===== src/sv/pgac_pkg.sv =====
// Shared types and constants of the pixel to gray and alpha converter.
package pgac_pkg;

    // Stream and configuration port widths.
    localparam int S_TDATA_W   = 72;
    localparam int M_TDATA_W   = 16;
    localparam int CFG_INDEX_W = 2;
    localparam int CFG_DATA_W  = 3;

    // Configuration register indexes.
    localparam logic [CFG_INDEX_W-1:0] CFG_PIXEL_FORMAT  = 2'd0;
    localparam logic [CFG_INDEX_W-1:0] CFG_PALETTE_PRES  = 2'd1;
    localparam logic [CFG_INDEX_W-1:0] CFG_PALETTE_ALPHA = 2'd2;

    // Pixel format codes.
    localparam logic [2:0] FMT_GRAY            = 3'd0;
    localparam logic [2:0] FMT_TRUECOLOR       = 3'd1;
    localparam logic [2:0] FMT_INDEXED         = 3'd2;
    localparam logic [2:0] FMT_GRAY_ALPHA      = 3'd3;
    localparam logic [2:0] FMT_TRUECOLOR_ALPHA = 3'd4;

    // Item kinds carried in tuser.
    localparam logic FUNC_PAL_WRITE = 1'b0;
    localparam logic FUNC_PIXEL     = 1'b1;

    // Luma weights and fixed levels.
    localparam logic [7:0] LUMA_R       = 8'd77;
    localparam logic [7:0] LUMA_G       = 8'd150;
    localparam logic [7:0] LUMA_B       = 8'd29;
    localparam logic [7:0] GRAY_UNKNOWN = 8'd128;
    localparam logic [7:0] LEVEL_FULL   = 8'd255;

    // Per-item control that travels with the pixel down the pipeline.
    typedef struct packed {
        logic       use_luma;
        logic [7:0] bypass_gray;
        logic       blend;
        logic [7:0] alpha;
        logic       last;
    } pgac_tag_t;

endpackage


===== src/sv/pgac_luma.sv =====
// Two-stage luma unit: weighted products, then sum and gray selection.
module pgac_luma (
    input  logic                 clk,
    input  logic                 rst_n,
    input  logic                 in_valid,
    output logic                 in_ready,
    input  logic [7:0]           red,
    input  logic [7:0]           green,
    input  logic [7:0]           blue,
    input  pgac_pkg::pgac_tag_t  in_tag,
    output logic                 out_valid,
    input  logic                 out_ready,
    output logic [7:0]           out_gray,
    output pgac_pkg::pgac_tag_t  out_tag
);
    import pgac_pkg::*;

    logic        va_reg, va_next;
    logic        vb_reg, vb_next;
    logic        en_a, en_b;
    logic [15:0] pr_w, pg_w, pb_w;
    logic [14:0] pr_reg;
    logic [15:0] pg_reg;
    logic [12:0] pb_reg;
    pgac_tag_t   tag_a_reg, tag_b_reg;
    logic [15:0] sum_w;
    logic [7:0]  gray_reg;

    assign en_b     = !vb_reg || out_ready;
    assign en_a     = !va_reg || en_b;
    assign in_ready = en_a;

    assign va_next = en_a ? in_valid : va_reg;
    assign vb_next = en_b ? va_reg : vb_reg;

    assign pr_w  = 16'(red) * 16'(LUMA_R);
    assign pg_w  = 16'(green) * 16'(LUMA_G);
    assign pb_w  = 16'(blue) * 16'(LUMA_B);
    assign sum_w = 16'(pr_reg) + pg_reg + 16'(pb_reg);

    always_ff @(posedge clk or negedge rst_n)
    begin
        if (!rst_n)
        begin
            va_reg <= 1'b0;
            vb_reg <= 1'b0;
        end
        else
        begin
            va_reg <= va_next;
            vb_reg <= vb_next;
        end
    end

    always_ff @(posedge clk)
    begin
        if (en_a)
        begin
            pr_reg    <= pr_w[14:0];
            pg_reg    <= pg_w;
            pb_reg    <= pb_w[12:0];
            tag_a_reg <= in_tag;
        end
        if (en_b)
        begin
            gray_reg  <= tag_a_reg.use_luma ? sum_w[15:8] : tag_a_reg.bypass_gray;
            tag_b_reg <= tag_a_reg;
        end
    end

    assign out_valid = vb_reg;
    assign out_gray  = gray_reg;
    assign out_tag   = tag_b_reg;

endmodule


===== config.mk =====
export PLATFORM = sky130hd
export DESIGN_NAME = pgac_luma
export DESIGN_NICKNAME = d
export VERILOG_FILES = /design/src/sv/pgac_pkg.sv /design/src/sv/pgac_luma.sv
export SDC_FILE = /design/constraint.sdc
export NUM_CORES = 1
export LEC_CHECK = 0
export ABC_AREA = 1
export BUFFER_PORTS_ARGS = -buffer_cell sky130_fd_sc_hd__buf_2
export CORE_MARGIN = 2
export CORE_UTILIZATION = 45
export DETAILED_ROUTE_END_ITERATION = 8
export HOLD_SLACK_MARGIN = 0.03
export PLACE_DENSITY = 0.66
export RECOVER_POWER = 50
export SYNTH_ARGS = -nofsm -noshare
export SYNTH_HDL_FRONTEND = slang
export SYNTH_SLANG_ARGS = --single-unit

===== constraint.sdc =====
create_clock -name clk -period 2.4 [get_ports clk]
set_input_delay 0.24 -clock clk [delete_from_list [all_inputs] [get_ports clk]]
set_output_delay 0.24 -clock clk [all_outputs]
set_load 0.1 [all_outputs]

# Yosys cells after proc, flatten, opt, wreduce, memory -nomap -nowiden
# Cells that the tools add are included.
[op_classes]
eq_ne = 0
n_reduce_logical = 4
n_mux = 1
n_bitwise = 0
n_addsub = 2
n_mul = 3
shifts = 0
div = 0
order_cmp = 0
[ops]
columns = ["op", "n"]
rows = [
  ["8-bit by 7-bit multiplier with 15-bit output (second input constant)", 2],
  ["15-bit by 16-bit adder with 16-bit output", 1],
  ["16-bit by 13-bit adder with 16-bit output", 1],
  ["8-bit by 5-bit multiplier with 13-bit output (second input constant)", 1],
  ["8-bit two-way mux", 1],
  ["1-bit logical NOT", 2],
  ["1-bit logical OR", 2],
]
[totals]
word_cells = 26
ramBits = 0
n_memories = 0
input_bits = 47
latchBits = 0
ff_bits = 91
mem_bits_ro = 0

# Longest topological paths before layout
[depth]
word_depth = 3
depth_mapped = 15
depth_no_buf = 15

# Worst setup path before layout
# No wires, ideal clock.
[synth_path]
kind = "register -> register"
from = "reg vb_reg, in the netlist out_valid"
to = "reg pb_reg[0], enable pin"
path_buffers = 0
path_slack_ns = -2.050
stages_incl_launch_ff = 2
arrival_ns = 3.323
cell_sequence = "dfrtp_1 > nand3_1"
[synth_between]
elab_chain_cells = 3
[synth_rtl]
columns = ["element", "line", "rtl"]
rows = [
  ["start, declared", "pgac_luma.sv:19", "logic vb_reg, vb_next;"],
  ["start signal, assigned", "pgac_luma.sv:51", "vb_reg <= vb_next;"],
  ["1-bit logical NOT", "pgac_luma.sv:29", "assign en_b = !vb_reg || out_ready;"],
  ["1-bit logical OR", "pgac_luma.sv:29", ""],
  ["1-bit logical OR", "pgac_luma.sv:30", "assign en_a = !va_reg || en_b;"],
  ["named net in_ready", "pgac_luma.sv:6", "output logic in_ready,"],
  ["end signal, assigned", "pgac_luma.sv:61", "pb_reg <= pb_w[12:0];"],
  ["end, declared", "pgac_luma.sv:24", "logic [12:0] pb_reg;"],
]
# The timed path passes the listed nets, and every way through them passes these cells.
# A chain may end at the register's enable or synchronous reset.

# Worst setup path in the final report
[layout_path]
from = "in blue[3]"
to = "reg pb_reg[12], data pin"
[layout_between]
elab_chain_cells = 1
[layout_rtl]
columns = ["element", "line", "rtl"]
rows = [
  ["start, declared", "pgac_luma.sv:9", "input logic [7:0] blue,"],
  ["8-bit by 5-bit multiplier with 13-bit output", "pgac_luma.sv:38", "assign pb_w = 16'(blue) * 16'(LUMA_B);"],
  ["named net pb_w[12]", "pgac_luma.sv:21", "logic [15:0] pr_w, pg_w, pb_w;"],
]
# The timed path passes the listed nets, and every way through them passes these cells.

==> flow_summary.ini <==
[power_and_ir_drop]
ir_drop_v = 0.000900
comb_power_share_pct = 65.5
internal_power_mw = 6.42
power_frac_seq_pct = 21.4
power_switching_mw = 5.48
p_clk_share_pct = 13.1
sw_frac_of_total_pct = 46.0
leakage_nw = 4.48
p_per_area_mw_per_mm2 = 1280

[floorplanning]
initial_core_util_pct = 45.6
die_h_microns = 127
chipWidth_microns = 127
pin_count = 76
die-area_sq_mm = 0.0162
core_area_sq_mm = 0.0150
row_count = 45

[yosys]
syn-num-nets = 871
avgSynthCellArea_sq_um = 10.2
synthArstFlopShare_pct = 2.20
synth_top_cell_by_area = edfxtp_1
synth-edff-count = 89
yosysSeqAreaShare_pct = 39.8
ys_warn_count = 0
synth_cells = 673
synthFlopType = edfxtp_1
synth.distinct_cells = 29
netlist_top_cells_count = nand2_1 (136), inv_1 (127), ha_1 (113)
synthesis.area_sq_mm = 0.00685
synth_most_common_cell = nand2_1
netlist_top_cells_area = edfxtp_1 (39%), ha_1 (21%), fa_1 (11%), nand2_1 (7.5%), inv_1 (7.0%)
synth-seq-cells = 91
synth_top_area_share_pct = 39.0

[critical_path]
worstSetupStartpointType = input pin
end_kind = flop
cp_cell_sequence = buf_8 > clkinvlp_4 > buf_4 > fa_1 > inv_2 > ha_4 > fa_2 > ha_4 > nand2_4 > a21oi_2 > or2_4 > nand2_4 > nand3_2 > nand2_1 > nand2_1
critical_path.max_stage_delay_ns = 0.49
crit_type = input pin to flop
critPathBufInv = 4
cp_max_fo = 5
slowest_stage = fa_1
required_ns = 2.51
arrival_ns = 2.75
cpLargestDelayFamily = adder cells

[sta]
hold_violations = 0
drv_slew = 0
fin_tns_setup_ns = -3.26
period_minus_slack_ns = 2.64
fin_skew_ns = 0.00784
fmax_ghz = 0.379
rsz0062_at_grt = yes
slew_headroom_pct = 2.87
tightest_slew_ns = 1.46
setup_slack_ns = -0.239
setup_viol = 21
period_share_pct = 110

[routing]
drt-pass1-iter-count = 4
wl_per_cell_microns = 13.8
drc = 0
dr_total_vias = 4999
ant_nets = 0
wirelength_mm = 14.3
detail_route.iter0.violations = 208
via_per_inst = 4.79

[placement]
port_buffers = 75
dp_hpwl_mm = 11.4
place_congestion = 0.972
placedInstanceArea_sq_mm = 0.00843

[final_layout]
design_area_sq_mm = 0.00931
n_antenna_cell = 0
post-route-util_pct = 61.9
final_net_count = 1048
drive_gt1_share_pct = 34.6
area_delta_synth_final_pct = 35.9

[hold_path]
hold_path_class = input pin to flop

[clocking]
root_buffer = clkbuf_16
cts.sinks = 91
cts_tree = built
path_clk_slew_ns = 0.07
cts.path.max_buffers = 2
cts_max_level = 3
clk-insertion-delay-late_ns = 0.35
cts_buffers = 9

[status]
violations = setup timing
outcome = complete, but fails checks

[global_route]
overflow = 0
grt_pass1_wl_mm = 23.9
antenna_found_initial = 0
gr-usage-all-layers_pct = 18.4
grt_pass1_vias = 5227
grt_start_max_net_pins = 40

[job]
max_cap_violations = 0
area by class of cell:
cell class                      instances  area [sq um]
Clock buffer                            9           225
Clock inverter                          7           108
Fill cell                            1177          5730
Inverter                              128           488
Multi-Input combinational cell        453          4390
Sequential cell                        91          2720
Tap cell                              188           235
Timing Repair Buffer                  167          1140
cell families after synthesis:
logic type	count (synthesis)	synth area share, %
xor+xnor	27	3.45
flops	91	39.8
buf+inv	129	7.12
fa+ha+maj	151	31.8
compound gates	47	3.73
simple gates	228	14.2
power by group through the flow:
stage	registers [mW]	logic, mW	clock network (mW)
finish	2.54	7.80	1.56
global route	2.59	8.74	1.66
CTS	2.56	6.89	1.59
detailed placement	2.59	6.68	0
global placement	2.57	6.58	0
floorplan	3.24	4.30	0
worst register-to-register path: cells and delay by family, from the launching register on:
kind          cells  cell delay [ns]
flops             1             0.43
fa+ha+maj         2             0.86
simple gates      8             0.74
cell usage in the layout (no fill, tap or decap), drive strengths merged:
cell type,Yosys,routed
clkinvlp,0,3
xnor2,7,7
buf,1,157
a21oi,32,32
ha,113,113
edfxtp,89,89
and2,2,2
dfrtp,2,2
a21o,1,1
a211oi,2,2
inv,128,129
clkinv,0,1
nand2,139,139
o21bai,2,2
nand3,44,44
nand4,9,9
xor2,20,20
nor3,3,3
fa,38,38
bufinv,0,2
dlygate4sd3,0,1
nor2,29,29
or2,2,2
clkbuf,0,18
o21ai,10,10
path summary, 6_finish.rpt:
path                               from            to  slack (ns)  cells past startpoint
min in group asynchronous         rst_n        va_reg        0.21                      2
max                             blue[3]    pb_reg[12]       -0.24                     15
max in group asynchronous         rst_n     out_valid        2.06                      2
min                           in_tag[2]  tag_a_reg[2]        0.06                      1
min reg2reg                tag_a_reg[6]    out_tag[6]        0.42                      0
max reg2reg                  pr_reg[10]   out_gray[6]        0.12                     10
through the flow:
step,power [mW],setup WS [ns],hold slack [ns],instances
2_1_floorplan,7.54,-0.369,-0.0556,673
3_3_place_gp,9.15,-0.574,0.0245,1021
3_5_place_dp,9.27,-0.630,0.0277,1021
4_1_cts,11.0,-0.208,0.0474,1040
5_1_grt,13.0,-0.373,0.0452,1043
6_report,11.9,-0.239,0.0610,1043
routing by layer:
layer | vias up | share of wire [%] | global-route usage (%)
met5 | - | 0 | 0
met4 | 0 | 1.4 | 3.88
met3 | 21 | 4.2 | 4.69
met2 | 93 | 48 | 31.3
met1 | 2304 | 46 | 23.8
li1 | 2581 | - | -
what timing repair did:
| action | 4_1_cts | 5_1_grt |
|---|---|---|
| endpoints found under the setup margin | 22 | 32 |
| setup buffers | 2 | 3 |
| pin swaps | 24 | 35 |
| gates resized for setup | 34 | 74 |
| hold buffers | 1 | 0 |
| endpoints found under the hold margin | 2 | 0 |
(Power assumes the default switching activity.)
