--- src/sv/pgac_pkg.sv ---
// Shared types and constants of the pixel to gray and alpha converter.
package pgac_pkg;

    // Stream and configuration port widths.
    localparam int S_TDATA_W   = 72;
    localparam int M_TDATA_W   = 16;
    localparam int CFG_INDEX_W = 2;
    localparam int CFG_DATA_W  = 3;

    // Configuration register indexes.
    localparam logic [CFG_INDEX_W-1:0] CFG_PIXEL_FORMAT  = 2'd0;
    localparam logic [CFG_INDEX_W-1:0] CFG_PALETTE_PRES  = 2'd1;
    localparam logic [CFG_INDEX_W-1:0] CFG_PALETTE_ALPHA = 2'd2;

    // Pixel format codes.
    localparam logic [2:0] FMT_GRAY            = 3'd0;
    localparam logic [2:0] FMT_TRUECOLOR       = 3'd1;
    localparam logic [2:0] FMT_INDEXED         = 3'd2;
    localparam logic [2:0] FMT_GRAY_ALPHA      = 3'd3;
    localparam logic [2:0] FMT_TRUECOLOR_ALPHA = 3'd4;

    // Item kinds carried in tuser.
    localparam logic FUNC_PAL_WRITE = 1'b0;
    localparam logic FUNC_PIXEL     = 1'b1;

    // Luma weights and fixed levels.
    localparam logic [7:0] LUMA_R       = 8'd77;
    localparam logic [7:0] LUMA_G       = 8'd150;
    localparam logic [7:0] LUMA_B       = 8'd29;
    localparam logic [7:0] GRAY_UNKNOWN = 8'd128;
    localparam logic [7:0] LEVEL_FULL   = 8'd255;

    // Per-item control that travels with the pixel down the pipeline.
    typedef struct packed {
        logic       use_luma;
        logic [7:0] bypass_gray;
        logic       blend;
        logic [7:0] alpha;
        logic       last;
    } pgac_tag_t;

endpackage

--- src/sv/pgac_blend.sv ---
// Two-stage blend over white when the tag asks for it: weighted sum, then exact division by 255.
module pgac_blend (
    input  logic                 clk,
    input  logic                 rst_n,
    input  logic                 in_valid,
    output logic                 in_ready,
    input  logic [7:0]           in_gray,
    input  pgac_pkg::pgac_tag_t  in_tag,
    output logic                 out_valid,
    input  logic                 out_ready,
    output logic [7:0]           out_gray,
    output logic [7:0]           out_alpha,
    output logic                 out_last
);
    import pgac_pkg::*;

    logic        va_reg, va_next;
    logic        vb_reg, vb_next;
    logic        en_a, en_b;
    logic [7:0]  inv_w;
    logic [15:0] ga_w, wa_w, x_w;
    logic [15:0] x_reg;
    logic [7:0]  g_a_reg, alpha_a_reg;
    logic        blend_a_reg, last_a_reg;
    logic [16:0] t_w;
    logic [7:0]  gray_reg, alpha_reg;
    logic        last_reg;

    assign en_b     = !vb_reg || out_ready;
    assign en_a     = !va_reg || en_b;
    assign in_ready = en_a;

    assign va_next = en_a ? in_valid : va_reg;
    assign vb_next = en_b ? va_reg : vb_reg;

    // The sum g*a + 255*(255-a) never exceeds 255*255, so 16 bits hold it.
    assign inv_w = LEVEL_FULL - in_tag.alpha;
    assign ga_w  = 16'(in_gray) * 16'(in_tag.alpha);
    assign wa_w  = {inv_w, 8'h00} - 16'(inv_w);
    assign x_w   = ga_w + wa_w;

    // floor(x / 255) for any x up to 255*255 is (x + (x >> 8) + 1) >> 8.
    assign t_w = 17'(x_reg) + 17'(x_reg[15:8]) + 17'd1;

    always_ff @(posedge clk or negedge rst_n)
    begin
        if (!rst_n)
        begin
            va_reg <= 1'b0;
            vb_reg <= 1'b0;
        end
        else
        begin
            va_reg <= va_next;
            vb_reg <= vb_next;
        end
    end

    always_ff @(posedge clk)
    begin
        if (en_a)
        begin
            x_reg       <= x_w;
            g_a_reg     <= in_gray;
            alpha_a_reg <= in_tag.alpha;
            blend_a_reg <= in_tag.blend;
            last_a_reg  <= in_tag.last;
        end
        if (en_b)
        begin
            gray_reg  <= blend_a_reg ? t_w[15:8] : g_a_reg;
            alpha_reg <= alpha_a_reg;
            last_reg  <= last_a_reg;
        end
    end

    assign out_valid = vb_reg;
    assign out_gray  = gray_reg;
    assign out_alpha = alpha_reg;
    assign out_last  = last_reg;

endmodule

--- config.mk ---
export PLATFORM = sky130hd
export DESIGN_NAME = pgac_blend
export DESIGN_NICKNAME = d
export VERILOG_FILES = /design/src/sv/pgac_pkg.sv /design/src/sv/pgac_blend.sv
export SDC_FILE = /design/constraint.sdc
export NUM_CORES = 1
export LEC_CHECK = 0
export BUFFER_PORTS_ARGS = -buffer_cell sky130_fd_sc_hd__buf_2
export CAP_MARGIN = 20
export CELL_PAD_IN_SITES_DETAIL_PLACEMENT = 1
export CELL_PAD_IN_SITES_GLOBAL_PLACEMENT = 1
export CORE_MARGIN = 5
export CORE_UTILIZATION = 35
export CTS_BUF_LIST = sky130_fd_sc_hd__clkbuf_4 sky130_fd_sc_hd__clkbuf_8 sky130_fd_sc_hd__clkbuf_16
export DETAILED_ROUTE_END_ITERATION = 10
export PLACE_DENSITY_LB_ADDON = 0.05
export SETUP_SLACK_MARGIN = 0.1
export SLEW_MARGIN = 20
export SYNTH_ARGS = -nofsm -noshare
export SYNTH_HDL_FRONTEND = slang
export SYNTH_SLANG_ARGS = --single-unit
--- constraint.sdc ---
create_clock -name clk -period 2.2 [get_ports clk]
set_clock_uncertainty 0.15 [all_clocks]
set_input_delay 0.22 -clock clk [delete_from_list [all_inputs] [get_ports clk]]
set_output_delay 0.22 -clock clk [all_outputs]
set_load 0.005 [all_outputs]
## Word-level counts from Yosys, hierarchy flattened

Cells that the tools add are included.

- Bits in registers: 53
- Input port bits: 31
- Logic and storage cells: 21

- $add $sub $neg: 5
- $mul: 1
- Mux-type cells: 1
- Reduce and logical (&&, ||, !) cells: 4

Operators with widths:

| operator | number |
|---|---|
| $add 16x1->16 const B | 1 |
| $add 16x16->16 | 1 |
| $add 16x8->16 | 1 |
| $mul 8x8->16 | 1 |
| $sub 16x8->16 | 1 |
| $mux 8 | 1 |
| $sub 8x8->8 const A | 1 |
| $logic_not 1->1 | 2 |
| $logic_or 1x1->1 | 2 |

## Logic depth before layout (Yosys ltp)

- Depth after elaboration: 3
- Mapped depth: 18

## Least setup slack after synthesis

Ideal clock, no wire load.

- Path type: input to register
- Start point: in in_tag[3] (netlist bit)
- End point: reg x_reg[15] (data pin)
- Arrival: 4.343 ns
- Required time: 1.786 ns
- Setup slack: -2.558 ns
- Cell stages on the path: 17
- Path buffers: 1
- Cell sequence: clkbuf_1 > nand2_1 > fa_1 > inv_1 > fa_1 > fa_1 > fa_1 > inv_1 > fa_1 > inv_1 > ha_1 > o21ai_0 > nor2_1 > a31o_2 > o221a_4 > o41ai_2 > xnor2_1

- Word-level cells in the longest chain between the ends: 3

RTL lines:

| item | RTL line | source |
|---|---|---|
| start: declaration | pgac_blend.sv:8 | `input pgac_pkg::pgac_tag_t in_tag,` |
| $sub 8x8->8 | pgac_blend.sv:37 | `assign inv_w = LEVEL_FULL - in_tag.alpha;` |
| $sub 16x8->16 | pgac_blend.sv:39 | `assign wa_w = {inv_w, 8'h00} - 16'(inv_w);` |
| $add 16x16->16 * | pgac_blend.sv:40 | `assign x_w = ga_w + wa_w;` |
| via x_w[15] | pgac_blend.sv:21 | `logic [15:0] ga_w, wa_w, x_w;` |
| end signal: assignment | pgac_blend.sv:63 | `x_reg <= x_w;` |
| end: declaration | pgac_blend.sv:22 | `logic [15:0] x_reg;` |

The timed path passes the listed nets; every way through them passes the cells marked *.
A chain may end at the register's enable or synchronous reset.

## Final worst setup path

- Start point: in in_gray[3]
- End point: reg x_reg[15] (data pin)

- Word-level cells in the longest chain between the ends: 2

RTL lines:

| item | RTL line | source |
|---|---|---|
| start: declaration | pgac_blend.sv:7 | `input logic [7:0] in_gray,` |
| $mul 8x8->16 | pgac_blend.sv:38 | `assign ga_w = 16'(in_gray) * 16'(in_tag.alpha);` |
| $add 16x16->16 | pgac_blend.sv:40 |  |
| via x_w[15] | pgac_blend.sv:21 |  |

The timed path passes the listed nets, and every way through them passes these cells.

==> summary.md <==
| Metric | Value |
|---|---|
| Max-slew violation count | 0 |
| Hold path depth | 2 |
| Delay-heaviest family, CP | adder cells |
| Rows | 41 |
| Largest fanout on the critical path | 5 |
| Sw Pwr | 3.290 mW |
| Pin count of the biggest net entering global routing | 34 |
| Die height | 123.9 µm |
| Run status | finished with violations |
| Final wirelength | 11.04 mm |
| Commonest non-fill, non-tap cell in the layout | buf_4 |
| Worst-path cell chain | buf_8 > and2_4 > fa_1 > fa_1 > fa_1 > fa_1 > inv_2 > fa_1 > inv_2 > ha_4 > and3_4 > a31o_4 > o221a_4 > o41ai_4 > xnor2_1 |
| Number of global-route vias before repair | 3669 |
| Req. time, crit path | 2.09 ns |
| Placed instance area | 5658 µm² |
| Synth top area share | 33.76% |
| Hold WS | 0.07624 ns |
| Critical Path Start Type | input pin |
| ANT cells | 0 |
| Final Total Pwr | 8.498 mW |
| Leading area contributor after synthesis | edfxtp_1 |
| Syn nets | 534 |
| WL/cell | 15.66 µm |
| HP Class | in2reg |
| Initial Utilization | 35.81% |
| Area grow syn2layout | 39.66% |
| Max reg flops | 16 |
| Cell mode on critical path | fa_1 |
| Reg power frac | 20.2% |
| Netlist cell types | 43 |
| Max transition margin | 58.63% |
| Final std cells w/o fill | 705 |
| Setup TNS | -21.87 ns |
| RD Place Congestion | 0.8264 |
| Seq/Total Area, Yosys | 34.86% |
| Crit path DAT | 4.25 ns |
| Initial DRC Count | 86 |
| Ranking of synthesized cells by area | edfxtp_1, fa_1, ha_1 |
| Final design utilization | 50.00% |
| Worst setup EP type | register |
| Final setup margin | -2.153 ns |
| Final setup violation count | 19 |
| Clk pwr share | 9.5% |
| Core Area | 12670 µm² |
| Hpwl dp | 9.279 mm |
| Final hold vios | 0 |
| # port buffers | 40 |
| Hold endpoint | alpha_a_reg[3]$_DFFE_PP_ |
| Netlist Area Pre-Place | 4537 µm² |
| Asr flop ratio synth | 3.774% |
| Drt via density | 4.674 |
| Critical path class | in2reg |
| Residual DRC | 0 |
| Synthesis-stage register bit count | 53 |
| Fin crit period | 4.353 ns |
| I/O pins | 50 |
| Top FF cell, synth | edfxtp_1 |
| CTS tree | done |
| # H-tree levels | 2 |
| Gr ovfl total | 0 |
| Reg2reg path depth | 8 |
| Critical Path Max Stage Delay | 0.55 ns |
| Buffers & Inverters on Critical Path | 3 |
| Worst reg-to-reg setup slack | -0.07 ns |
| Fin crit share | 197.9% |
| First-pass GRT wire length | 17.93 mm |
| Final Cell Area | 6336 µm² |
| Worst vdd ir | 506.9 µV |
| Placed instance count | 679 |
| FF-to-FF End | out_gray[4]$_DFFE_PP_ |
| Failing checks | setup timing |
| First drt pass iteration count | 4 |
| Share of layout cells above drive strength 1 | 39.02% |
| Cells after Synth | 401 |
| Initial antenna violation count | 0 |
| Leakage power | 2.839 nW |
| RSZ-0062 raised after global routing | true |
| Switching Fraction | 38.72% |
| Worst r2r src | x_reg[11]$_DFFE_PP_ |
| Clock sink count | 53 |
| Die area | 15340 µm² |
| Gate power share | 70.3% |
| Ys Warns | 0 |
| Antenna Nets Post-Route | 0 |
| Pre-CTS WS | -2.612 ns |
| Cell area power density | 1341 nW/µm² |
| Clk_lat worst skew | 0.29 ns |
| TritonCTS buffer count | 5 |
| Maxcap violations | 0 |
| Global-route usage over all layers | 15.14% |
| CTS root buf | clkbuf_16 |
| Die W | 123.9 µm |
| Via count | 3295 |
| Commonest cells after routing, fill and taps aside | buf_4, inv_1, edfxtp_1 |
| CTS max path bufs | 2 |
| EDFF count, synth | 51 |
| Worst-margin pin slew | 0.6205 ns |
| Synthesized area per cell | 11.31 µm² |
| Critical path's slowest cell | fa_1 |
| Layout net count | 665 |
| Internal power | 5.207 mW |
| Clock-pin slew on the worst setup and hold paths | 0.07 ns |
| Fmax | 229.7 MHz |
| Min-Delay Startpoint | in_tag[4] |
-- synthesized netlist by cell type, drive strengths merged, types with 5 or more instances --
| master | n |
|---|---|
| ha | 54 |
| and2 | 29 |
| nand2 | 40 |
| fa | 48 |
| clkbuf | 6 |
| a21oi | 13 |
| nor3 | 6 |
| nand2b | 7 |
| nor2 | 16 |
| nand3 | 8 |
| xnor2 | 19 |
| inv | 59 |
| nor2b | 5 |
| edfxtp | 51 |
| o21ai | 8 |
-- power groups by stage --
stage / clock, mW / combinational (mW) / sequential (mW)
final: 0.809 / 5.97 / 1.71
after global routing: 0.886 / 6.66 / 1.74
after CTS: 0.843 / 5.71 / 1.71
after detailed placement: 0 / 5.13 / 1.73
after global placement: 0 / 5.02 / 1.72
after floorplan: 0 / 3.41 / 1.70
-- timing repair --
action                                  in CTS  in global routing
hold buffers                                 4                  0
hold endpoints to repair                     5                  0
pin swaps                                   37                 32
endpoints found under the setup margin      22                 22
buffers inserted                             7                  7
gates resized for setup                     66                 23
-- area by class of cell --
type                            instances  area [µm²]
Tap cell                              172       215.2
Fill cell                            1371        6335
Multi-Input combinational cell        283        3138
Sequential cell                        53        1582
Inverter                               59       221.5
Timing Repair Buffer                  130        1026
Clock buffer                            5       125.1
Clock inverter                          3       28.78
-- layer usage --
metal	up-vias	wire length, µm	GRT usage, %
li1	1598	-	-
met1	1636	4898	19.42
met4	0	193	3.875
met2	47	5716	27.27
met3	14	229	1.544
met5	-	0	0
-- worst max-delay path by stage --
stage	endpoint	slack, ns	cells past startpoint	from
after global routing	x_reg[15]$_DFFE_PP_	-2.30	16	in_gray[3]
after detailed placement	x_reg[15]$_DFFE_PP_	-2.61	16	in_tag[4]
final	x_reg[15]$_DFFE_PP_	-2.15	15	in_gray[3]
after CTS	x_reg[15]$_DFFE_PP_	-2.14	15	in_gray[3]
after global placement	x_reg[15]$_DFFE_PP_	-2.52	16	in_tag[4]
after floorplan	x_reg[15]$_DFFE_PP_	-2.28	15	in_gray[3]
-- kinds of logic after synthesis --
kind of cell	after synthesis	share of synthesized area, %
AND/OR/NAND/NOR	115	12.47
other	1	0.08266
adder cells (fa/ha/maj)	102	36.07
flip-flops	53	34.86
multiplexers	2	0.4964
AO/OA/AOI/OAI	43	6.785
XOR/XNOR	20	3.861
buffers and inverters	65	5.378
Power figures use the tool's default switching activity.
